### src/hw/rtl/hsd_pkg.sv
// Shared types, type codes and constants of the Hessian 2 scalar decoder.
// Used by hsd_code_decode, hsd_assemble and hessian_scalar_decoder.
`timescale 1ns / 1ps
`default_nettype none

package hsd_pkg;

   // Kind of value the caller expects on a type-code byte
   typedef enum logic [2:0] {
      KIND_INT  = 3'd0,
      KIND_LONG = 3'd1,
      KIND_BOOL = 3'd2,
      KIND_NULL = 3'd3,
      KIND_DATE = 3'd4
   } kind_type;

   // Result status
   typedef enum logic [1:0] {
      STATUS_OK        = 2'd0,
      STATUS_BAD_CODE  = 2'd1,
      STATUS_UNDERFLOW = 2'd2
   } status_type;

   // Conversion applied to the assembled bytes when the value completes
   typedef enum logic [1:0] {
      FIX_NONE    = 2'd0,
      FIX_SEXT32  = 2'd1,
      FIX_MINUTES = 2'd2
   } fix_type;

   // Single-byte type codes
   localparam logic [7:0] CODE_INT32    = 8'h49;
   localparam logic [7:0] CODE_LONG32   = 8'h59;
   localparam logic [7:0] CODE_LONG64   = 8'h4c;
   localparam logic [7:0] CODE_FALSE    = 8'h46;
   localparam logic [7:0] CODE_TRUE     = 8'h54;
   localparam logic [7:0] CODE_NULL     = 8'h4e;
   localparam logic [7:0] CODE_DATE_MIN = 8'h4b;
   localparam logic [7:0] CODE_DATE_MS  = 8'h4a;

   // Bias of the compact forms
   localparam logic [7:0] INT_ZERO_1B  = 8'h90;
   localparam logic [7:0] INT_ZERO_2B  = 8'hc8;
   localparam logic [7:0] INT_ZERO_3B  = 8'hd4;
   localparam logic [7:0] LONG_ZERO_1B = 8'he0;
   localparam logic [7:0] LONG_ZERO_2B = 8'hf8;
   localparam logic [7:0] LONG_ZERO_3B = 8'h3c;

   localparam logic [15:0] MS_PER_MINUTE = 16'd60000;

   // One byte of the input stream
   typedef struct packed {
      logic [7:0] data_byte;
      logic [2:0] expected_kind;
      logic       buffer_end;
   } item_type;

   // Classification of a type-code byte
   typedef struct packed {
      logic        ok;
      logic [3:0]  need;
      logic [63:0] init;
      fix_type     fix;
   } code_info_type;

   // One result item
   typedef struct packed {
      logic [63:0] value;
      logic [3:0]  consumed_bytes;
      status_type  status;
   } result_type;

endpackage

`default_nettype wire

### src/hw/rtl/hsd_code_decode.sv
// Classifies a type-code byte against the expected kind: legality,
// number of trailing bytes, initial accumulator and final conversion.
// Depends on hsd_pkg.
`timescale 1ns / 1ps
`default_nettype none

module hsd_code_decode (
   input  wire logic [7:0]            code,
   input  wire logic [2:0]            kind,
   output hsd_pkg::code_info_type     info
);
   import hsd_pkg::*;

   logic [63:0] code_ext;

   assign code_ext = 64'(code);

   // Decode the code per expected kind
   always_comb begin
      info.ok   = 1'b1;
      info.need = 4'd0;
      info.init = '0;
      info.fix  = FIX_NONE;
      case (kind)
         KIND_INT: begin
            if (code >= 8'h80 && code <= 8'hbf) begin
               info.init = code_ext - 64'(INT_ZERO_1B);
            end else if (code >= 8'hc0 && code <= 8'hcf) begin
               info.init = code_ext - 64'(INT_ZERO_2B);
               info.need = 4'd1;
            end else if (code >= 8'hd0 && code <= 8'hd7) begin
               info.init = code_ext - 64'(INT_ZERO_3B);
               info.need = 4'd2;
            end else if (code == CODE_INT32) begin
               info.need = 4'd4;
               info.fix  = FIX_SEXT32;
            end else begin
               info.ok = 1'b0;
            end
         end
         KIND_LONG: begin
            if (code >= 8'hd8 && code <= 8'hef) begin
               info.init = code_ext - 64'(LONG_ZERO_1B);
            end else if (code >= 8'hf0) begin
               info.init = code_ext - 64'(LONG_ZERO_2B);
               info.need = 4'd1;
            end else if (code >= 8'h38 && code <= 8'h3f) begin
               info.init = code_ext - 64'(LONG_ZERO_3B);
               info.need = 4'd2;
            end else if (code == CODE_LONG32) begin
               info.need = 4'd4;
               info.fix  = FIX_SEXT32;
            end else if (code == CODE_LONG64) begin
               info.need = 4'd8;
            end else begin
               info.ok = 1'b0;
            end
         end
         KIND_BOOL: begin
            if (code == CODE_TRUE) begin
               info.init = 64'd1;
            end else if (code != CODE_FALSE) begin
               info.ok = 1'b0;
            end
         end
         KIND_NULL: begin
            if (code != CODE_NULL) begin
               info.ok = 1'b0;
            end
         end
         KIND_DATE: begin
            if (code == CODE_DATE_MIN) begin
               info.need = 4'd4;
               info.fix  = FIX_MINUTES;
            end else if (code == CODE_DATE_MS) begin
               info.need = 4'd8;
            end else begin
               info.ok = 1'b0;
            end
         end
         default: begin
            info.ok = 1'b0;
         end
      endcase
   end

endmodule

`default_nettype wire

### src/hw/rtl/hsd_assemble.sv
// Decoder state and byte assembly: holds the remaining byte count, the
// accumulator and the byte count, and forms one result per finished value.
// Depends on hsd_pkg and hsd_code_decode.
`timescale 1ns / 1ps
`default_nettype none

module hsd_assemble (
   input  wire logic                  clock,
   input  wire logic                  reset,
   input  wire logic                  advance,
   input  wire hsd_pkg::item_type     item,
   output logic                       res_valid,
   output hsd_pkg::result_type        result
);
   import hsd_pkg::*;

   logic [3:0]    bytes_left_ff, bytes_left_in;
   logic [63:0]   acc_ff, acc_in;
   logic [3:0]    count_ff, count_in;
   fix_type       fix_ff, fix_in;

   code_info_type info;
   logic          idle;
   logic [63:0]   acc_shift;
   logic [3:0]    count_inc;
   logic [3:0]    left_dec;
   logic [47:0]   minutes_ms;
   logic [63:0]   final_value;

   hsd_code_decode u_code_decode (
      .code (item.data_byte),
      .kind (item.expected_kind),
      .info (info)
   );

   assign idle      = (bytes_left_ff == 4'd0);
   assign acc_shift = {acc_ff[55:0], item.data_byte};
   assign count_inc = count_ff + 4'd1;
   assign left_dec  = bytes_left_ff - 4'd1;
   assign minutes_ms = {16'd0, acc_shift[31:0]} * {32'd0, MS_PER_MINUTE};

   // Apply the final conversion of the completed value
   always_comb begin
      case (fix_ff)
         FIX_SEXT32:  final_value = {{32{acc_shift[31]}}, acc_shift[31:0]};
         FIX_MINUTES: final_value = 64'(minutes_ms);
         default:     final_value = acc_shift;
      endcase
   end

   // Next state and result for the byte at hand
   always_comb begin
      bytes_left_in         = bytes_left_ff;
      acc_in                = acc_ff;
      count_in              = count_ff;
      fix_in                = fix_ff;
      res_valid             = 1'b0;
      result.value          = '0;
      result.consumed_bytes = 4'd1;
      result.status         = STATUS_OK;
      if (idle) begin
         acc_in   = info.init;
         count_in = 4'd1;
         fix_in   = info.fix;
         if (!info.ok) begin
            res_valid     = 1'b1;
            result.status = STATUS_BAD_CODE;
         end else if (info.need == 4'd0) begin
            res_valid    = 1'b1;
            result.value = info.init;
         end else if (item.buffer_end) begin
            res_valid     = 1'b1;
            result.status = STATUS_UNDERFLOW;
         end else begin
            bytes_left_in = info.need;
         end
      end else begin
         acc_in                = acc_shift;
         count_in              = count_inc;
         result.consumed_bytes = count_inc;
         if (left_dec == 4'd0) begin
            bytes_left_in = 4'd0;
            res_valid     = 1'b1;
            result.value  = final_value;
         end else if (item.buffer_end) begin
            bytes_left_in = 4'd0;
            res_valid     = 1'b1;
            result.status = STATUS_UNDERFLOW;
         end else begin
            bytes_left_in = left_dec;
         end
      end
   end

   // Advance state on each processed byte
   always_ff @(posedge clock) begin
      if (reset) begin
         bytes_left_ff <= 4'd0;
      end else if (advance) begin
         bytes_left_ff <= bytes_left_in;
      end
   end

   always_ff @(posedge clock) begin
      if (advance) begin
         acc_ff   <= acc_in;
         count_ff <= count_in;
         fix_ff   <= fix_in;
      end
   end

endmodule

`default_nettype wire

### src/hw/rtl/hessian_scalar_decoder.sv
// Hessian 2 scalar decoder: byte stream in, decoded int/long/bool/null/date
// values out. Depends on hsd_pkg, hsd_assemble and hsd_code_decode.
//
// Usage:
//   Input channel (req_): one stream byte per transfer. On the first byte of
//   a value (the type code) req_expected_kind selects int, long, bool, null
//   or date; it is ignored on the bytes that follow. req_buffer_end marks
//   the last byte available; if a value is still incomplete on that byte the
//   decoder reports an underflow and returns to waiting for a type code.
//   Result channel (rsp_): one transfer per finished value, wrong code or
//   underflow, carrying the signed value, the bytes consumed including the
//   type code, and the status.
//   Throughput: one byte per cycle while no byte waits on a held result.
//   Each byte is held in the input register and is then folded into the
//   accumulator; the result register is loaded on that same edge, so a
//   result passes the input register and then the result register.
//   Stall: while rsp_valid is held without rsp_ready, bytes that end no
//   value keep flowing; a byte that would produce a second result waits in
//   the input register and req_ready drops until the result is taken.
//   Reset: synchronous; both registers empty and the decoder waits for a
//   type code.
`timescale 1ns / 1ps
`default_nettype none

module hessian_scalar_decoder (
   input  wire logic               clock,
   input  wire logic               reset,
   input  wire logic               req_valid,
   output logic                    req_ready,
   input  wire logic [7:0]         req_data_byte,
   input  wire logic [2:0]         req_expected_kind,
   input  wire logic               req_buffer_end,
   output logic                    rsp_valid,
   input  wire logic               rsp_ready,
   output logic signed [63:0]      rsp_value,
   output logic [3:0]              rsp_consumed_bytes,
   output logic [1:0]              rsp_status
);
   import hsd_pkg::*;

   logic       in_valid_ff, in_valid_in;
   item_type   in_item_ff;
   logic       rsp_valid_ff, rsp_valid_in;
   result_type rsp_ff;

   logic       res_valid;
   result_type result;
   logic       advance;
   logic       load;

   hsd_assemble u_assemble (
      .clock     (clock),
      .reset     (reset),
      .advance   (advance),
      .item      (in_item_ff),
      .res_valid (res_valid),
      .result    (result)
   );

   // Process the held byte unless its result has nowhere to go
   assign advance   = in_valid_ff && (!res_valid || !rsp_valid_ff || rsp_ready);
   assign load      = advance && res_valid;
   assign req_ready = !in_valid_ff || advance;

   assign in_valid_in  = req_ready ? req_valid : in_valid_ff;
   assign rsp_valid_in = load ? 1'b1 : (rsp_ready ? 1'b0 : rsp_valid_ff);

   // Hold valid flags
   always_ff @(posedge clock) begin
      if (reset) begin
         in_valid_ff  <= 1'b0;
         rsp_valid_ff <= 1'b0;
      end else begin
         in_valid_ff  <= in_valid_in;
         rsp_valid_ff <= rsp_valid_in;
      end
   end

   // Capture input and result payloads
   always_ff @(posedge clock) begin
      if (req_ready) begin
         in_item_ff.data_byte     <= req_data_byte;
         in_item_ff.expected_kind <= req_expected_kind;
         in_item_ff.buffer_end    <= req_buffer_end;
      end
      if (load) begin
         rsp_ff <= result;
      end
   end

   assign rsp_valid          = rsp_valid_ff;
   assign rsp_value          = signed'(rsp_ff.value);
   assign rsp_consumed_bytes = rsp_ff.consumed_bytes;
   assign rsp_status         = rsp_ff.status;

`ifndef SYNTH
   a_bad_code_shape: assert property (@(posedge clock) disable iff (reset)
      rsp_valid && rsp_status == STATUS_BAD_CODE |->
         rsp_consumed_bytes == 4'd1 && rsp_value == 64'sd0)
      else $error("wrong-code result with value or length");

   a_underflow_zero: assert property (@(posedge clock) disable iff (reset)
      rsp_valid && rsp_status == STATUS_UNDERFLOW |-> rsp_value == 64'sd0)
      else $error("underflow result with nonzero value");

   a_count_range: assert property (@(posedge clock) disable iff (reset)
      rsp_valid |-> rsp_consumed_bytes != 4'd0 && rsp_consumed_bytes <= 4'd9)
      else $error("consumed byte count out of range");

   a_stall_holds_byte: assert property (@(posedge clock) disable iff (reset)
      in_valid_ff && !advance |=> in_valid_ff && $stable(in_item_ff))
      else $error("stalled input byte lost or changed");

   a_no_overwrite: assert property (@(posedge clock) disable iff (reset)
      load |-> !rsp_valid_ff || rsp_ready)
      else $error("result register overwritten while held");
`endif

endmodule

`default_nettype wire
### config.mk
export PLATFORM = sky130hd
export DESIGN_NAME = hessian_scalar_decoder
export DESIGN_NICKNAME = d
export VERILOG_FILES = /design/src/hw/rtl/hsd_pkg.sv /design/src/hw/rtl/hsd_code_decode.sv /design/src/hw/rtl/hsd_assemble.sv /design/src/hw/rtl/hessian_scalar_decoder.sv
export SDC_FILE = /design/constraint.sdc
export NUM_CORES = 1
export LEC_CHECK = 0
export ABC_CLOCK_PERIOD_IN_PS = 8800
export BUFFER_PORTS_ARGS = -buffer_cell sky130_fd_sc_hd__buf_2
export CAP_MARGIN = 5
export CORE_MARGIN = 4
export CORE_UTILIZATION = 42
export DETAILED_ROUTE_END_ITERATION = 8
export PLACE_DENSITY = 0.65
export SLEW_MARGIN = 25
export SYNTH_ARGS = -nofsm -noshare
export SYNTH_HDL_FRONTEND = slang
export SYNTH_SLANG_ARGS = --single-unit
### constraint.sdc
create_clock -name clock -period 8.8 [get_ports clock]
set_clock_uncertainty 0.05 [all_clocks]
set_input_delay 1.76 -clock clock [delete_from_list [all_inputs] [get_ports clock]]
set_output_delay 1.76 -clock clock [all_outputs]
set_load 0.05 [all_outputs]
==> results of run 1 <==
-- worst paths after layout --
check / from / endpoint / slack (ns) / depth (start not counted)
worst max register to register: in_item_ff[7]$_DFFE_PP_ / rsp_value[44]$_DFFE_PP_ / 1.85 / 18
worst max-delay path: in_item_ff[7]$_DFFE_PP_ / rsp_value[44]$_DFFE_PP_ / 1.85 / 18
worst min register to register: u_assemble.bytes_left_ff[2]$_SDFFE_PP0P_ / u_assemble.bytes_left_ff[2]$_SDFFE_PP0P_ / 0.47 / 2
worst min-delay path: u_assemble.bytes_left_ff[2]$_SDFFE_PP0P_ / u_assemble.bytes_left_ff[2]$_SDFFE_PP0P_ / 0.47 / 2
-- per-layer routing --
layer / vias up / wire (microns) / GRT usage, %
li1: 5003 / - / -
met1: 5417 / 17590 / 30.09
met5: - / 0 / 0
met4: 0 / 557 / 5.266
met2: 357 / 17090 / 33.47
met3: 34 / 2230 / 2.315
-- registers in the layout (all words and copies together), names as in the netlist --
| register | count |
|---|---|
| u_assemble.count_ff | 4 |
| u_assemble.acc_ff | 56 |
| in_valid_ff | 1 |
| rsp_consumed_bytes | 4 |
| u_assemble.fix_ff | 2 |
| u_assemble.bytes_left_ff | 4 |
| rsp_status | 2 |
| rsp_value | 64 |
| in_item_ff | 12 |
| rsp_valid | 1 |
-- cells in the final DEF (no fill, tap or decap), types with 20 or more instances in the layout --
cell / count
o21ai_0: 86
a21o_1: 20
nand2_1: 109
edfxtp_1: 144
fa_1: 141
nor2_1: 48
inv_1: 262
xnor2_1: 22
buf_2: 87
nor2b_1: 38
ha_1: 134
a21oi_1: 77
-- layout make-up --
class	instances	share of cell area (%)
Tap cell	448	3.559
Multi-Input combinational cell	958	55.20
Sequential cell	150	28.22
Timing Repair Buffer	100	3.511
Clock buffer	18	2.725
Inverter	263	6.268
Clock inverter	12	0.5243
-- synthesized netlist by cell type (4+ instances only) --
master / number / area share (%)
inv_1: 262 / 6.9
a311oi_1: 4 / 0.24
edfxtp_1: 144 / 30
a21o_1: 20 / 1.0
nand4_1: 14 / 0.61
a211o_1: 5 / 0.31
nand2_1: 109 / 2.9
clkbuf_1: 32 / 0.84
a21oi_1: 77 / 2.7
nand3_1: 19 / 0.66
o21ai_0: 86 / 3.0
buf_2: 12 / 0.42
o221ai_1: 14 / 0.86
nor3_1: 17 / 0.59
nand3b_1: 7 / 0.37
ha_1: 134 / 12
a221o_1: 15 / 1.0
o21a_1: 4 / 0.21
o21ai_1: 13 / 0.45
a211oi_1: 7 / 0.37
nand2b_1: 11 / 0.48
or3_1: 6 / 0.26
a22oi_1: 7 / 0.37
and3_1: 5 / 0.22
dfxtp_1: 6 / 0.84
nor2b_1: 39 / 1.7
a31oi_1: 10 / 0.44
nor4_1: 4 / 0.17
mux2i_1: 6 / 0.42
xnor2_1: 22 / 1.3
and2_1: 11 / 0.48
xor2_1: 17 / 1.0
fa_1: 141 / 20
o22ai_1: 9 / 0.39
o211ai_1: 8 / 0.42
nor2_1: 50 / 1.3
-- through the flow --
stage / worst slack (ns) / power (mW) / util (%)
finish: 1.846 / 4.254 / 46.97
global route: 1.228 / 4.627 / 46.97
CTS: 1.871 / 4.233 / 46.97
detailed placement: 1.914 / 3.545 / 45.44
global placement: 1.990 / 3.511 / 45.34
floorplan: 1.222 / 2.931 / -
-- power breakdown --
group / internal [mW] / leakage, nW / total, mW / switching [mW]
clock network: 0.356 / 0.238 / 0.671 / 0.314
registers: 0.808 / 1.50 / 0.847 / 0.0388
logic: 1.04 / 5.47 / 2.74 / 1.70
-- cell families after synthesis --
kind of cell               count (synthesis)  share of synthesized area [%]
AOI/OAI and AO/OA                        327                          15.35
xor gates and xnor gates                  39                          2.388
adders and majority gates                275                          31.46
buffers and inverters                    313                          8.502
DFF                                      150                          31.07
muxes                                      6                         0.4199
and+or+nand+nor                          311                          10.81
-- worst max-delay path, cell delays in order, from the launching register on --
cell,delay (ns)
edfxtp_1,0.81
inv_1,0.40
fa_1,0.60
inv_1,0.06
fa_1,0.49
fa_1,0.51
inv_1,0.05
fa_1,0.48
fa_1,0.55
inv_1,0.04
ha_1,0.40
a21o_1,0.19
nor2_1,0.06
a2111oi_0,0.35
a21oi_1,0.27
a2111oi_0,0.70
nor3_1,0.22
o311ai_0,0.36
nand3b_1,0.11
==> results.cfg, run 1 <==
[status]
status = finished, final reports clean

[sta]
slew_headroom_pct = 27.17
rsz0062_at_grt = no
fmax_ghz = 0.1438
maxSlewViolCount = 0
hold_slack_ns = 0.4682
setup_viol = 0
tns_ns = 0
finalCriticalPeriod_ns = 6.954
min_period_over_period_pct = 79.03
worst_slew_pin_slew_ns = 1.092
final_hold_viol_count = 0

[detailed_routing]
drc = 0
drt-total-wl_microns = 37480
antenna_left = 0
wl_per_cell_microns = 19.23
via_count = 10810
vias_per_cell = 5.547
drtPass1Iterations = 6
drt_iter0_drc = 854

[cells_and_area]
area_growth_pct = 10.11
ff_latch_area_sq_mm = 0.004444
n_antenna_cell = 0
finalNetCount = 1781
design_area_sq_mm = 0.01575
fill_cells = 3161
multi_input_area_sq_mm = 0.008693
final_cells = 1949
drive_gt1_share_pct = 10.66

[power]
p_per_area_mw_per_mm2 = 270.1
p_leak_nw = 7.201
ir_drop_v = 0.0001747

[yosys]
synthFlopType = edfxtp_1
synth_area_sq_mm = 0.01430
yosysSeqAreaShare_pct = 31.07
synth_fp_nets = 1712
async_flop_share_pct = 0
synth_warnings = 0
synth_edf_count = 144
ys_ff_latch = 150
yosysUniqueCellTypes = 82
synthCells = 1421
avgSynthCellArea_sq_um = 10.07

[clock_network]
cts_tree = done
clkTransAtPathRegs_ns = 0.07
cts_htree_levels = 4
ctsLongestPathBuffers = 2
hold_buffers = 0
cts.sinks = 150
cts_made_buffers = 17
post_cts_buffers = 0
cts_root_buffer = clkbuf_16
cts_resized = 0
insertion_delay_ns = 0.44

[critical_path]
worstPathArrival_ns = 7.08
worst_setup_path_end_kind = flop
crit_fanout = 16
crit_type = flop to flop
critPathRequiredTime_ns = 8.93
worstSetupStartpointType = flop

[floorplanning]
dieArea_sq_mm = 0.03707
core_sq_mm = 0.03353
die_x_microns = 192.5
fp.dieH_microns = 192.5
start_util_pct = 42.66
io_pins = 88
rows = 67

[grt]
grt_pass1_vias = 10900
grt_pass1_wl_microns = 59950
grt_usage_pct = 20.77
grt_overflow = 0
grt_max_degree = 62
antenna_found_initial = 0

[job]
max_cap_viol_count = 0

[place]
globalplace.congestion = 0.9578
io_buffers = 87
placed_cells = 1919
placed_cell_area_sq_mm = 0.01524
dp_hpwl_microns = 28040

[worst_hold_path]
hold_class = flop to flop
No activity file was read; power rests on OpenSTA's default activity.
==> run 2, diff against run 1 <==
--- a/config.mk
+++ b/config.mk
@@ -5,7 +5,7 @@
 export SDC_FILE = /design/constraint.sdc
 export NUM_CORES = 1
 export LEC_CHECK = 0
-export ABC_CLOCK_PERIOD_IN_PS = 8800
+export ABC_CLOCK_PERIOD_IN_PS = 7100
 export BUFFER_PORTS_ARGS = -buffer_cell sky130_fd_sc_hd__buf_2
 export CAP_MARGIN = 5
 export CORE_MARGIN = 4
==> constraint.sdc (replaced) <==
create_clock -name clock -period 7.1 [get_ports clock]
set_clock_uncertainty 0.05 [all_clocks]
set_input_delay 1.42 -clock clock [delete_from_list [all_inputs] [get_ports clock]]
set_output_delay 1.42 -clock clock [all_outputs]
set_load 0.05 [all_outputs]
==> run 2 against run 1 <==
Cell count up 0.72%. Die area unchanged. Via count up 0.25%.
==> results.cfg, run 2 (synthesis gave the netlist of run 1 again) <==
[status]
status = finished, final reports clean

[power]
p_leak_nw = 7.333
p_per_area_mw_per_mm2 = 343.6
power_mw = 5.487
ir_drop_v = 0.0002632

[cells_and_area]
area_growth_pct = 11.65
design_area_sq_mm = 0.01597
final_common_cell = inv_1
final_cells = 1963
drive_gt1_share_pct = 11.82
n_antenna_cell = 0
layout_common_cells = 262 x inv_1, 144 x edfxtp_1, 141 x fa_1
finalNetCount = 1793
largest_register_ff_count = 64

[sta]
setup_viol = 0
tns_ns = 0
worst_slew_pin_slew_ns = 0.9485
slew_headroom_pct = 36.77
fmax_ghz = 0.1556
hold_slack_ns = 0.4761
min_period_over_period_pct = 90.52
finalCriticalPeriod_ns = 6.427
final_hold_viol_count = 0
rsz0062_at_grt = no
maxSlewViolCount = 0

[clock_network]
hold_buffers = 0
cts_htree_levels = 4
post_cts_buffers = 0
ctsLongestPathBuffers = 2
cts_root_buffer = clkbuf_16
cts_made_buffers = 17
insertion_delay_ns = 0.44
cts_tree = done
cts.sinks = 150
clkTransAtPathRegs_ns = 0.07
cts_resized = 0

[job]
max_cap_viol_count = 0

[floorplanning]
fp.dieH_microns = 192.5
io_pins = 88
core_sq_mm = 0.03353
die_x_microns = 192.5
dieArea_sq_mm = 0.03707
rows = 67
start_util_pct = 42.66

[detailed_routing]
drt_iter0_drc = 970
drt-total-wl_microns = 38860
via_count = 10840
drtPass1Iterations = 6
antenna_left = 0
vias_per_cell = 5.521
wl_per_cell_microns = 19.80
drc = 0

[critical_path]
slowest_delay_ns = 0.62
worstSetupStartpointType = flop
crit_family = adder cells
crit_buf_inv = 4
critPathRequiredTime_ns = 7.23
crit_type = flop to flop
timing.critical_path.mode_cell = fa_1
worst_setup_path_end_kind = flop
crit_slowest_cell = a2111oi_0
worstPathArrival_ns = 6.56
crit_fanout = 7
crit_chain = inv_1, fa_1, inv_1, fa_1, fa_1, inv_1, fa_1, fa_1, inv_1, ha_1, o21a_1, nor2_1, a2111oi_0, a21oi_1, a2111oi_0, nor3_1, o311ai_0, nand3b_1

[grt]
grt_max_degree = 62
antenna_found_initial = 0
grt_overflow = 0
grt_pass1_wl_microns = 61890
grt_pass1_vias = 11010
grt_usage_pct = 21.61

[place]
io_buffers = 87
placed_cell_area_sq_mm = 0.01533
globalplace.congestion = 0.9307
placed_cells = 1931
dp_hpwl_microns = 29390

[worst_hold_path]
hold_class = flop to flop
-- run 2: changes by cell type in the layout (fill, tap and decap cells not counted), sizes merged --
cell,previous run,this run
clkbuf,18,17
clkinvlp,5,0
bufinv,0,3
buf,100,112
inv,265,270
-- run 2: area by class of cell --
class / instances / area (sq um)
inverters: 263 / 987.2
fillers: 3142 / 17560
clock inverters: 15 / 214.0
repair buffers: 112 / 635.6
well taps: 448 / 560.5
flip-flops and latches: 150 / 4444
clock buffers: 17 / 425.4
multi-input cells: 958 / 8703
-- run 2: power breakdown --
part	internal, mW	switching (mW)	total [mW]
combinational	1.30	2.15	3.45
sequential	1.00	0.0363	1.04
clock	0.571	0.429	1.00
total	2.87	2.62	5.49
-- run 2: worst register-to-register path, cell delays in order, from the launching register on --
cell,delay (ns)
edfxtp_1,0.57
inv_1,0.27
fa_1,0.59
inv_1,0.05
fa_1,0.47
fa_1,0.52
inv_1,0.06
fa_1,0.49
fa_1,0.55
inv_1,0.04
ha_1,0.40
o21a_1,0.16
nor2_1,0.04
a2111oi_0,0.34
a21oi_1,0.28
a2111oi_0,0.62
nor3_1,0.21
o311ai_0,0.34
nand3b_1,0.12
-- run 2: routing by layer --
layer  share of wire, %  track usage, %  up-vias  wire (microns)
met4                2.1           6.144        0             803
met2                 45           33.58      369           17390
met5                  0               0        -               0
met1                 47           31.42     5380           18330
li1                   -               -     5036               -
met3                6.0           3.473       53            2340
-- run 2: final timing paths --
check	from	endpoint	slack (ns)	cells past startpoint
worst min-delay path	u_assemble.bytes_left_ff[2]$_SDFFE_PP0P_	u_assemble.bytes_left_ff[2]$_SDFFE_PP0P_	0.48	2
worst min register to register	u_assemble.bytes_left_ff[2]$_SDFFE_PP0P_	u_assemble.bytes_left_ff[2]$_SDFFE_PP0P_	0.48	2
worst max-delay path	in_item_ff[5]$_DFFE_PP_	rsp_value[44]$_DFFE_PP_	0.67	18
worst max register to register	in_item_ff[5]$_DFFE_PP_	rsp_value[44]$_DFFE_PP_	0.67	18
-- run 2: per-stage QoR --
| stage | setup slack (ns) | util, % |
|---|---|---|
| final | 0.6730 | 47.63 |
| after global routing | 0.2635 | 47.63 |
| after CTS | 0.7458 | 47.61 |
| after detailed placement | 0.7906 | 45.71 |
| after global placement | 0.8015 | 45.68 |
| after floorplan | 1.080 | - |
